--- src/hw/rtl/irp_pkg.sv ---
// Shared types and constants for the initiate request parser.
`default_nettype none

package irp_pkg;

    localparam int unsigned KEY_MAX = 32;

    localparam logic [7:0] CONF_TAG0 = 8'h5F;
    localparam logic [7:0] CONF_TAG1 = 8'h1F;
    localparam logic [7:0] FLAG_ABSENT = 8'h00;
    localparam logic [7:0] FLAG_PRESENT = 8'h01;

    localparam int unsigned TDATA_W = 88;

    typedef enum logic [4:0] {
        PH_TAG, PH_KEYFLAG, PH_KEYLEN, PH_KEY, PH_RAFLAG, PH_RAVAL, PH_QFLAG,
        PH_QVAL, PH_VER, PH_CT1, PH_CT2, PH_CT2_BAD, PH_CLEN, PH_CLEN_BAD,
        PH_CUNUSED, PH_CBYTES, PH_PDUH, PH_PDUL, PH_DRAIN
    } phase_t;

    typedef enum logic [1:0] {
        KIND_KEY_BYTE = 2'd0,
        KIND_DONE     = 2'd1,
        KIND_ERROR    = 2'd2
    } kind_t;

    typedef enum logic [2:0] {
        ERR_NONE      = 3'd0,
        ERR_TAG       = 3'd1,
        ERR_FLAG      = 3'd2,
        ERR_KEY_LONG  = 3'd3,
        ERR_TRUNCATED = 3'd4,
        ERR_CONF_TAG  = 3'd5,
        ERR_CONF_LEN  = 3'd6
    } err_t;

    typedef struct packed {
        logic [7:0] data_byte;
        logic       buffer_end;
    } byte_item_t;

    typedef struct packed {
        kind_t              kind;
        logic [7:0]         key_byte;
        logic [5:0]         key_length;
        logic               has_key;
        logic               reply_allowed;
        logic               has_qos;
        logic signed [7:0]  qos_value;
        logic [7:0]         dlms_version;
        logic [31:0]        conformance;
        logic [15:0]        max_pdu_size;
        err_t               error_code;
    } result_t;

endpackage

`default_nettype wire

--- src/hw/rtl/irp_in_reg.sv ---
// Input register stage that holds one accepted byte for the decoder.
`default_nettype none

module irp_in_reg (
    input  wire logic                aclk,
    input  wire logic                aresetn,
    input  wire logic                s_valid,
    output logic                     s_ready,
    input  wire irp_pkg::byte_item_t s_item,
    input  wire logic                consume,
    output logic                     item_valid,
    output irp_pkg::byte_item_t      item
);
    import irp_pkg::*;

    logic       valid_reg;
    byte_item_t item_reg;

    assign s_ready    = !valid_reg || consume;
    assign item_valid = valid_reg;
    assign item       = item_reg;

    always_ff @(posedge aclk) begin
        if (!aresetn) begin
            valid_reg <= 1'b0;
        end else if (s_ready) begin
            valid_reg <= s_valid;
        end
    end

    always_ff @(posedge aclk) begin
        if (s_ready && s_valid) begin
            item_reg <= s_item;
        end
    end

endmodule

`default_nettype wire

--- src/hw/rtl/irp_decode.sv ---
// Decoder state and the per-byte next-state and result logic.
`default_nettype none

module irp_decode (
    input  wire logic                aclk,
    input  wire logic                aresetn,
    input  wire logic                cfg_we,
    input  wire logic [7:0]          cfg_wdata,
    input  wire logic                consume,
    input  wire irp_pkg::byte_item_t item,
    output logic                     res_valid,
    output irp_pkg::result_t         res
);
    import irp_pkg::*;

    logic [7:0]  request_tag_reg;
    phase_t      phase_reg,  phase_next;
    logic [7:0]  left_reg,   left_next;
    logic [31:0] conf_reg,   conf_next;
    logic [7:0]  pdu_hi_reg, pdu_hi_next;
    logic [5:0]  klen_reg,   klen_next;
    logic        has_key_reg, has_key_next;
    logic        resp_reg,   resp_next;
    logic        has_qos_reg, has_qos_next;
    logic [7:0]  qos_reg,    qos_next;
    logic [7:0]  ver_reg,    ver_next;

    logic [7:0] b;
    logic       last;
    logic       cont;
    logic       err_hit;
    err_t       err_code;
    logic [7:0] left_dec;

    assign b        = item.data_byte;
    assign last     = item.buffer_end;
    assign left_dec = left_reg - 8'd1;

    always_comb begin
        phase_next   = phase_reg;
        left_next    = left_reg;
        conf_next    = conf_reg;
        pdu_hi_next  = pdu_hi_reg;
        klen_next    = klen_reg;
        has_key_next = has_key_reg;
        resp_next    = resp_reg;
        has_qos_next = has_qos_reg;
        qos_next     = qos_reg;
        ver_next     = ver_reg;
        cont         = 1'b0;
        err_hit      = 1'b0;
        err_code     = ERR_NONE;
        res_valid    = 1'b0;
        res          = '0;
        res.kind       = KIND_KEY_BYTE;
        res.error_code = ERR_NONE;

        case (phase_reg)
            PH_TAG: begin
                if (b != request_tag_reg) begin
                    err_hit  = 1'b1;
                    err_code = ERR_TAG;
                end else begin
                    klen_next    = '0;
                    has_key_next = 1'b0;
                    resp_next    = 1'b1;
                    has_qos_next = 1'b0;
                    qos_next     = '0;
                    ver_next     = '0;
                    conf_next    = '0;
                    pdu_hi_next  = '0;
                    left_next    = '0;
                    phase_next   = PH_KEYFLAG;
                    cont         = 1'b1;
                end
            end
            PH_KEYFLAG: begin
                cont = 1'b1;
                if (b == FLAG_ABSENT) begin
                    phase_next = PH_RAFLAG;
                end else if (b == FLAG_PRESENT) begin
                    phase_next = PH_KEYLEN;
                end else begin
                    cont     = 1'b0;
                    err_hit  = 1'b1;
                    err_code = ERR_FLAG;
                end
            end
            PH_KEYLEN: begin
                if (b > 8'(KEY_MAX)) begin
                    err_hit  = 1'b1;
                    err_code = ERR_KEY_LONG;
                end else begin
                    has_key_next = 1'b1;
                    klen_next    = '0;
                    left_next    = b;
                    phase_next   = (b != 8'd0) ? PH_KEY : PH_RAFLAG;
                    cont         = 1'b1;
                end
            end
            PH_KEY: begin
                if (last) begin
                    err_hit  = 1'b1;
                    err_code = ERR_TRUNCATED;
                end else begin
                    klen_next      = klen_reg + 6'd1;
                    left_next      = left_dec;
                    res_valid      = 1'b1;
                    res.kind       = KIND_KEY_BYTE;
                    res.key_byte   = b;
                    res.key_length = klen_reg + 6'd1;
                    res.has_key    = 1'b1;
                    if (left_dec == 8'd0) begin
                        phase_next = PH_RAFLAG;
                    end
                end
            end
            PH_RAFLAG: begin
                cont = 1'b1;
                if (b == FLAG_ABSENT) begin
                    resp_next  = 1'b1;
                    phase_next = PH_QFLAG;
                end else if (b == FLAG_PRESENT) begin
                    phase_next = PH_RAVAL;
                end else begin
                    cont     = 1'b0;
                    err_hit  = 1'b1;
                    err_code = ERR_FLAG;
                end
            end
            PH_RAVAL: begin
                resp_next  = (b != 8'd0);
                phase_next = PH_QFLAG;
                cont       = 1'b1;
            end
            PH_QFLAG: begin
                cont = 1'b1;
                if (b == FLAG_ABSENT) begin
                    has_qos_next = 1'b0;
                    phase_next   = PH_VER;
                end else if (b == FLAG_PRESENT) begin
                    phase_next = PH_QVAL;
                end else begin
                    cont     = 1'b0;
                    err_hit  = 1'b1;
                    err_code = ERR_FLAG;
                end
            end
            PH_QVAL: begin
                qos_next     = b;
                has_qos_next = 1'b1;
                phase_next   = PH_VER;
                cont         = 1'b1;
            end
            PH_VER: begin
                ver_next   = b;
                phase_next = PH_CT1;
                cont       = 1'b1;
            end
            PH_CT1: begin
                phase_next = (b == CONF_TAG0) ? PH_CT2 : PH_CT2_BAD;
                cont       = 1'b1;
            end
            PH_CT2: begin
                phase_next = (b == CONF_TAG1) ? PH_CLEN : PH_CLEN_BAD;
                cont       = 1'b1;
            end
            PH_CT2_BAD: begin
                phase_next = PH_CLEN_BAD;
                cont       = 1'b1;
            end
            PH_CLEN_BAD: begin
                err_hit  = 1'b1;
                err_code = ERR_CONF_TAG;
            end
            PH_CLEN: begin
                if (b == 8'd0) begin
                    err_hit  = 1'b1;
                    err_code = ERR_CONF_LEN;
                end else begin
                    left_next  = b - 8'd1;
                    conf_next  = '0;
                    phase_next = PH_CUNUSED;
                    cont       = 1'b1;
                end
            end
            PH_CUNUSED: begin
                phase_next = (left_reg != 8'd0) ? PH_CBYTES : PH_PDUH;
                cont       = 1'b1;
            end
            PH_CBYTES: begin
                conf_next = {conf_reg[23:0], b};
                left_next = left_dec;
                if (left_dec == 8'd0) begin
                    phase_next = PH_PDUH;
                end
                cont = 1'b1;
            end
            PH_PDUH: begin
                pdu_hi_next = b;
                phase_next  = PH_PDUL;
                cont        = 1'b1;
            end
            PH_PDUL: begin
                res_valid         = 1'b1;
                res.kind          = KIND_DONE;
                res.key_length    = klen_reg;
                res.has_key       = has_key_reg;
                res.reply_allowed = resp_reg;
                res.has_qos       = has_qos_reg;
                res.qos_value     = qos_reg;
                res.dlms_version  = ver_reg;
                res.conformance   = conf_reg;
                res.max_pdu_size  = {pdu_hi_reg, b};
                phase_next        = last ? PH_TAG : PH_DRAIN;
            end
            default: begin
                if (last) begin
                    phase_next = PH_TAG;
                end
            end
        endcase

        if (cont && last) begin
            err_hit  = 1'b1;
            err_code = ERR_TRUNCATED;
        end

        if (err_hit) begin
            res_valid      = 1'b1;
            res            = '0;
            res.kind       = KIND_ERROR;
            res.error_code = err_code;
            phase_next     = last ? PH_TAG : PH_DRAIN;
        end
    end

    always_ff @(posedge aclk) begin
        if (!aresetn) begin
            request_tag_reg <= 8'd1;
            phase_reg       <= PH_TAG;
            left_reg        <= '0;
            conf_reg        <= '0;
            pdu_hi_reg      <= '0;
            klen_reg        <= '0;
            has_key_reg     <= 1'b0;
            resp_reg        <= 1'b1;
            has_qos_reg     <= 1'b0;
            qos_reg         <= '0;
            ver_reg         <= '0;
        end else begin
            if (cfg_we) begin
                request_tag_reg <= cfg_wdata;
            end
            if (consume) begin
                phase_reg   <= phase_next;
                left_reg    <= left_next;
                conf_reg    <= conf_next;
                pdu_hi_reg  <= pdu_hi_next;
                klen_reg    <= klen_next;
                has_key_reg <= has_key_next;
                resp_reg    <= resp_next;
                has_qos_reg <= has_qos_next;
                qos_reg     <= qos_next;
                ver_reg     <= ver_next;
            end
        end
    end

endmodule

`default_nettype wire

--- src/hw/rtl/irp_out_reg.sv ---
// Result register with a skid entry so the decoder can push one more result under a stall.
`default_nettype none

module irp_out_reg (
    input  wire logic             aclk,
    input  wire logic             aresetn,
    input  wire logic             push,
    input  wire irp_pkg::result_t push_res,
    output logic                  can_push,
    output logic                  m_valid,
    input  wire logic             m_ready,
    output irp_pkg::result_t      m_res
);
    import irp_pkg::*;

    logic    main_valid_reg;
    logic    skid_valid_reg;
    result_t main_reg;
    result_t skid_reg;
    logic    advance;

    assign can_push = !skid_valid_reg;
    assign m_valid  = main_valid_reg;
    assign m_res    = main_reg;
    assign advance  = !main_valid_reg || m_ready;

    always_ff @(posedge aclk) begin
        if (!aresetn) begin
            main_valid_reg <= 1'b0;
            skid_valid_reg <= 1'b0;
        end else if (advance) begin
            main_valid_reg <= skid_valid_reg || push;
            skid_valid_reg <= 1'b0;
        end else if (push) begin
            skid_valid_reg <= 1'b1;
        end
    end

    always_ff @(posedge aclk) begin
        if (advance) begin
            main_reg <= skid_valid_reg ? skid_reg : push_res;
        end else if (push) begin
            skid_reg <= push_res;
        end
    end

endmodule

`default_nettype wire

--- src/hw/rtl/initiate_request_parser.sv ---
// Top level of the byte-serial initiate request parser.
`default_nettype none

// The parser takes one request byte per transfer, with tlast on the last byte of
// the buffer, and returns key byte echoes and one final transfer that carries the
// decoded fields or an error code. It accepts a byte in every cycle unless the output
// buffer is full; a byte's result passes through the input register and then the
// result register, where a two-entry output buffer absorbs stalls. The user must write
// the expected request tag through cfg_we and cfg_wdata while idle (not enforced).
module initiate_request_parser (
    input  wire logic         aclk,
    input  wire logic         aresetn,
    input  wire logic         cfg_we,
    input  wire logic [7:0]   cfg_wdata,
    input  wire logic         s_tvalid,
    output logic              s_tready,
    input  wire logic [7:0]   s_tdata,   // [7:0] data_byte
    input  wire logic         s_tlast,   // buffer_end
    output logic              m_tvalid,
    input  wire logic         m_tready,
    // [7:0] key_byte, [13:8] key_length, [14] has_key, [15] reply_allowed,
    // [16] has_qos, [24:17] qos_value, [32:25] dlms_version,
    // [64:33] conformance, [80:65] max_pdu_size, [83:81] error_code, rest zero
    output logic [irp_pkg::TDATA_W-1:0] m_tdata,
    output logic [1:0]        m_tuser    // [1:0] kind
);
    import irp_pkg::*;

    byte_item_t s_item;
    byte_item_t item;
    logic       item_valid;
    logic       consume;
    logic       can_push;
    logic       res_valid;
    result_t    res;
    result_t    m_res;

    assign s_item.data_byte  = s_tdata;
    assign s_item.buffer_end = s_tlast;
    assign consume = item_valid && can_push;

    irp_in_reg u_in_reg (
        .aclk       (aclk),
        .aresetn    (aresetn),
        .s_valid    (s_tvalid),
        .s_ready    (s_tready),
        .s_item     (s_item),
        .consume    (consume),
        .item_valid (item_valid),
        .item       (item)
    );

    irp_decode u_decode (
        .aclk      (aclk),
        .aresetn   (aresetn),
        .cfg_we    (cfg_we),
        .cfg_wdata (cfg_wdata),
        .consume   (consume),
        .item      (item),
        .res_valid (res_valid),
        .res       (res)
    );

    irp_out_reg u_out_reg (
        .aclk     (aclk),
        .aresetn  (aresetn),
        .push     (consume && res_valid),
        .push_res (res),
        .can_push (can_push),
        .m_valid  (m_tvalid),
        .m_ready  (m_tready),
        .m_res    (m_res)
    );

    assign m_tuser = m_res.kind;
    assign m_tdata = {4'd0, m_res.error_code, m_res.max_pdu_size, m_res.conformance,
                      m_res.dlms_version, m_res.qos_value, m_res.has_qos,
                      m_res.reply_allowed, m_res.has_key, m_res.key_length,
                      m_res.key_byte};

endmodule

`default_nettype wire

--- config.mk ---
export PLATFORM = sky130hd
export DESIGN_NAME = initiate_request_parser
export DESIGN_NICKNAME = d
export VERILOG_FILES = /design/src/hw/rtl/irp_pkg.sv /design/src/hw/rtl/irp_in_reg.sv /design/src/hw/rtl/irp_decode.sv /design/src/hw/rtl/irp_out_reg.sv /design/src/hw/rtl/initiate_request_parser.sv
export SDC_FILE = /design/constraint.sdc
export NUM_CORES = 1
export LEC_CHECK = 0
export ABC_AREA = 1
export BUFFER_PORTS_ARGS = -buffer_cell sky130_fd_sc_hd__buf_2
export CORE_UTILIZATION = 55
export CTS_CLUSTER_DIAMETER = 40
export CTS_CLUSTER_SIZE = 10
export DETAILED_ROUTE_END_ITERATION = 8
export PLACE_DENSITY = 0.75
export SLEW_MARGIN = 20
export SYNTH_ARGS = -nofsm -noshare
export SYNTH_HDL_FRONTEND = slang
export SYNTH_HIERARCHICAL = 1
export SYNTH_SLANG_ARGS = --single-unit
--- constraint.sdc ---
create_clock -name aclk -period 14.4 [get_ports aclk]
set_clock_uncertainty 0.15 [all_clocks]
set_input_delay 1.44 -clock aclk [delete_from_list [all_inputs] [get_ports aclk]]
set_output_delay 1.44 -clock aclk [all_outputs]
set_load 0.005 [all_outputs]
==> impl_results.md <==
- Clk Latency, worst-skew pair: 520 ps
- Clock sink count: 270
- Fin crit period: 4265 ps
- Worst slack, placed: 10,590 ps
- Library cells used by synthesis: 45
- Largest net degree at the start of global routing: 90
- Setup TNS Final: 0 ps
- RSZ-0062 raised after global routing: no
- Starting Density: 0.5660
- Setup slack after layout: 10,140 ps
- Max_slew headroom: 0.2578
- Synth cell count leaders: 448 x nand2_1, 196 x nor2_1, 181 x edfxtp_1
- Worst hold path startpoint: u_decode/pdu_hi_reg[0]$_SDFFE_PN0P_
- Root Driver: clkbuf_16
- Via count: 9,158
- Post-synthesis async set-or-reset flop share: 0
- Worst endpoint required time: 12,810 ps
- Top delay family on crit path: buffers and inverters
- Sequential element share of the synthesized area: 0.6008
- Max VDD drop: 0.00008673 V
- Synth warn: 6
- Wire per inst: 15.83 µm
- CP arrival: 2670 ps
- Crit. End Element: output port
- Leak: 6.120 nW
- Syn-to-layout area delta: 15.21%
- Hold_ws: 314.1 ps
- Clock H-tree levels: 2
- Post-route antenna net violation count: 0
- Final setup fails: 0
- Die Span Y: 149.8 µm
- Crit share post-route: 0.2962
- Power Dens Cells: 140.8 nW/µm²
- Post-route cell area: 13,840 µm²
- Area contributors post-synth: edfxtp_1 45%, dfxtp_1 15%, nand2_1 14%
- Initial antenna violation count: 0
- Post-CTS Hold Buffers: 0
- Routability cong.: 0.8957
- Via/cell ratio: 5.224
- Nets: 1,478
- Die width: 149.8 µm
- Total Wirelength: 27,750 µm
- Floorplan row count: 53
- DRT Pass-1 Iters: 5
- Cell Area, Synth: 12,010 µm²
- Post-synth top area share: 0.4525
- Ports: 114
- Placed cell area: 12,670 µm²
- Post-CTS sizing: 0
- CP max stage delay: 670 ps
- Post-route DRC: 0
- Num CTS Buffers: 37
- Status: finished clean
- First-pass GRT wire length: 44,550 µm
- Clock Tree Buf Depth: 3
- DP Wirelength: 17,930 µm
- Register bit total from synthesis: 270
- Most instantiated library cell after synthesis: nand2_1
- Reg-to-reg startpoint: u_in_reg/item[1]$_DFFE_PP_
- Share of layout cells above drive strength 1: 0.1488
- Final Hold Fails: 0
- Port buffer count: 109
- Worst slew pin tran: 1113 ps
- Post-Syn Area per Cell: 8.897 µm²
- Worst path slowest cell: buf_4
- Synth Flop Type: edfxtp_1
- EDFF count, synth: 181
- CORE AREA: 21,220 µm²
- Syn Inst Count: 1,350
- Vias in the first global route: 8,408
- Ant diodes: 0
- Max-slew violation count: 0
- Yosys top cell by area: edfxtp_1
- Setup CP Type: flop to output port
- Pwr Total: 1.948 mW
- Tightest Hold Check Type: flop to flop
- Highest clock rate: 234.5 MHz
- CP bufs+invs: 6
- CP Cell Sequence: buf_4 > inv_2 > buf_4 > nand2_1 > inv_1 > inv_2 > nand2_2 > buf_2
- Crit-path max FO: 89
- CTS tree: done
- Drt initial violations: 836
- GRT Resource Usage Total: 0.2552
- Setup crit start: u_out_reg/skid_valid_reg$_SDFFE_PP0P_
- Max-cap viol count: 0
- Postcts setup bufs: 0
- Startpoint Class: flop
- CTS clk-pin slew, worst paths: 50 ps
- Global route overflow: 0
- Die ar.: 22,430 µm²
-- worst paths after layout --
kind / endpoint / cells past startpoint / slack, ps
worst max-delay path: s_tready / 8 / 10140
worst min-delay path: u_decode/pdu_hi_reg[0]$_SDFFE_PN0P_ / 2 / 310
worst max register to register: u_out_reg/skid_reg[10]$_DFFE_PP_ / 15 / 10800
worst min register to register: u_decode/pdu_hi_reg[0]$_SDFFE_PN0P_ / 2 / 310
-- cells by family after synthesis --
family,share of synthesized area
buffers and inverters,0.06792
XOR/XNOR,0.005834
adder cells (fa/ha/maj),0.007291
other,0.0003122
AO/OA/AOI/OAI,0.06469
AND/OR/NAND/NOR,0.2531
flip-flops,0.6008
-- area by class of cell --
cell class / count / area [µm²]
clock buffer: 57 / 1022
clock inverter: 11 / 145.1
fill: 1736 / 7382
inverter: 131 / 496.7
multi-input combinational: 893 / 4010
sequential: 270 / 7218
tap: 275 / 344.1
timing repair buffer: 116 / 601.8
-- report_power, final --
group          internal (mW)  switching [mW]  total, mW
sequential             0.872          0.0203      0.893
combinational         0.0619           0.135      0.196
clock                  0.531           0.328      0.859
total                   1.47           0.483       1.95
-- layer usage --
metal	share of wire	vias up	GRT usage
li1	-	4546	-
met1	0.46	4256	0.3680
met2	0.46	305	0.3965
met3	0.057	51	0.03902
met4	0.021	0	0.07929
met5	0	-	0
-- worst min-delay path, delay by kind of cell, from the launching register on --
family	cells	cell delay (ps)
DFF	1	310
and+or+nand+nor	1	60
AOI/OAI and AO/OA	1	50
-- cell usage in the layout (no fill, tap or decap), drive strengths merged, types with 2 or more instances in the layout --
| master | instances |
|---|---|
| nand2 | 458 |
| a211oi | 2 |
| buf | 116 |
| clkinv | 6 |
| xnor2 | 6 |
| clkbuf | 57 |
| nand3 | 40 |
| dfxtp | 89 |
| nand4 | 15 |
| o211ai | 5 |
| conb | 4 |
| xor2 | 2 |
| bufinv | 2 |
| o221ai | 3 |
| o22ai | 5 |
| ha | 7 |
| nor3 | 7 |
| nor2 | 211 |
| a21oi | 58 |
| edfxtp | 181 |
| inv | 133 |
| o21ai | 62 |
-- per-stage QoR --
| step | instances | utilization |
|---|---|---|
| detailed placement | 1685 | 0.5969 |
| finish | 1753 | 0.6521 |
| global route | 1753 | 0.6521 |
| floorplan | 1353 | - |
| CTS | 1753 | 0.6519 |
| global placement | 1685 | 0.5969 |
(Power assumes the default switching activity.)
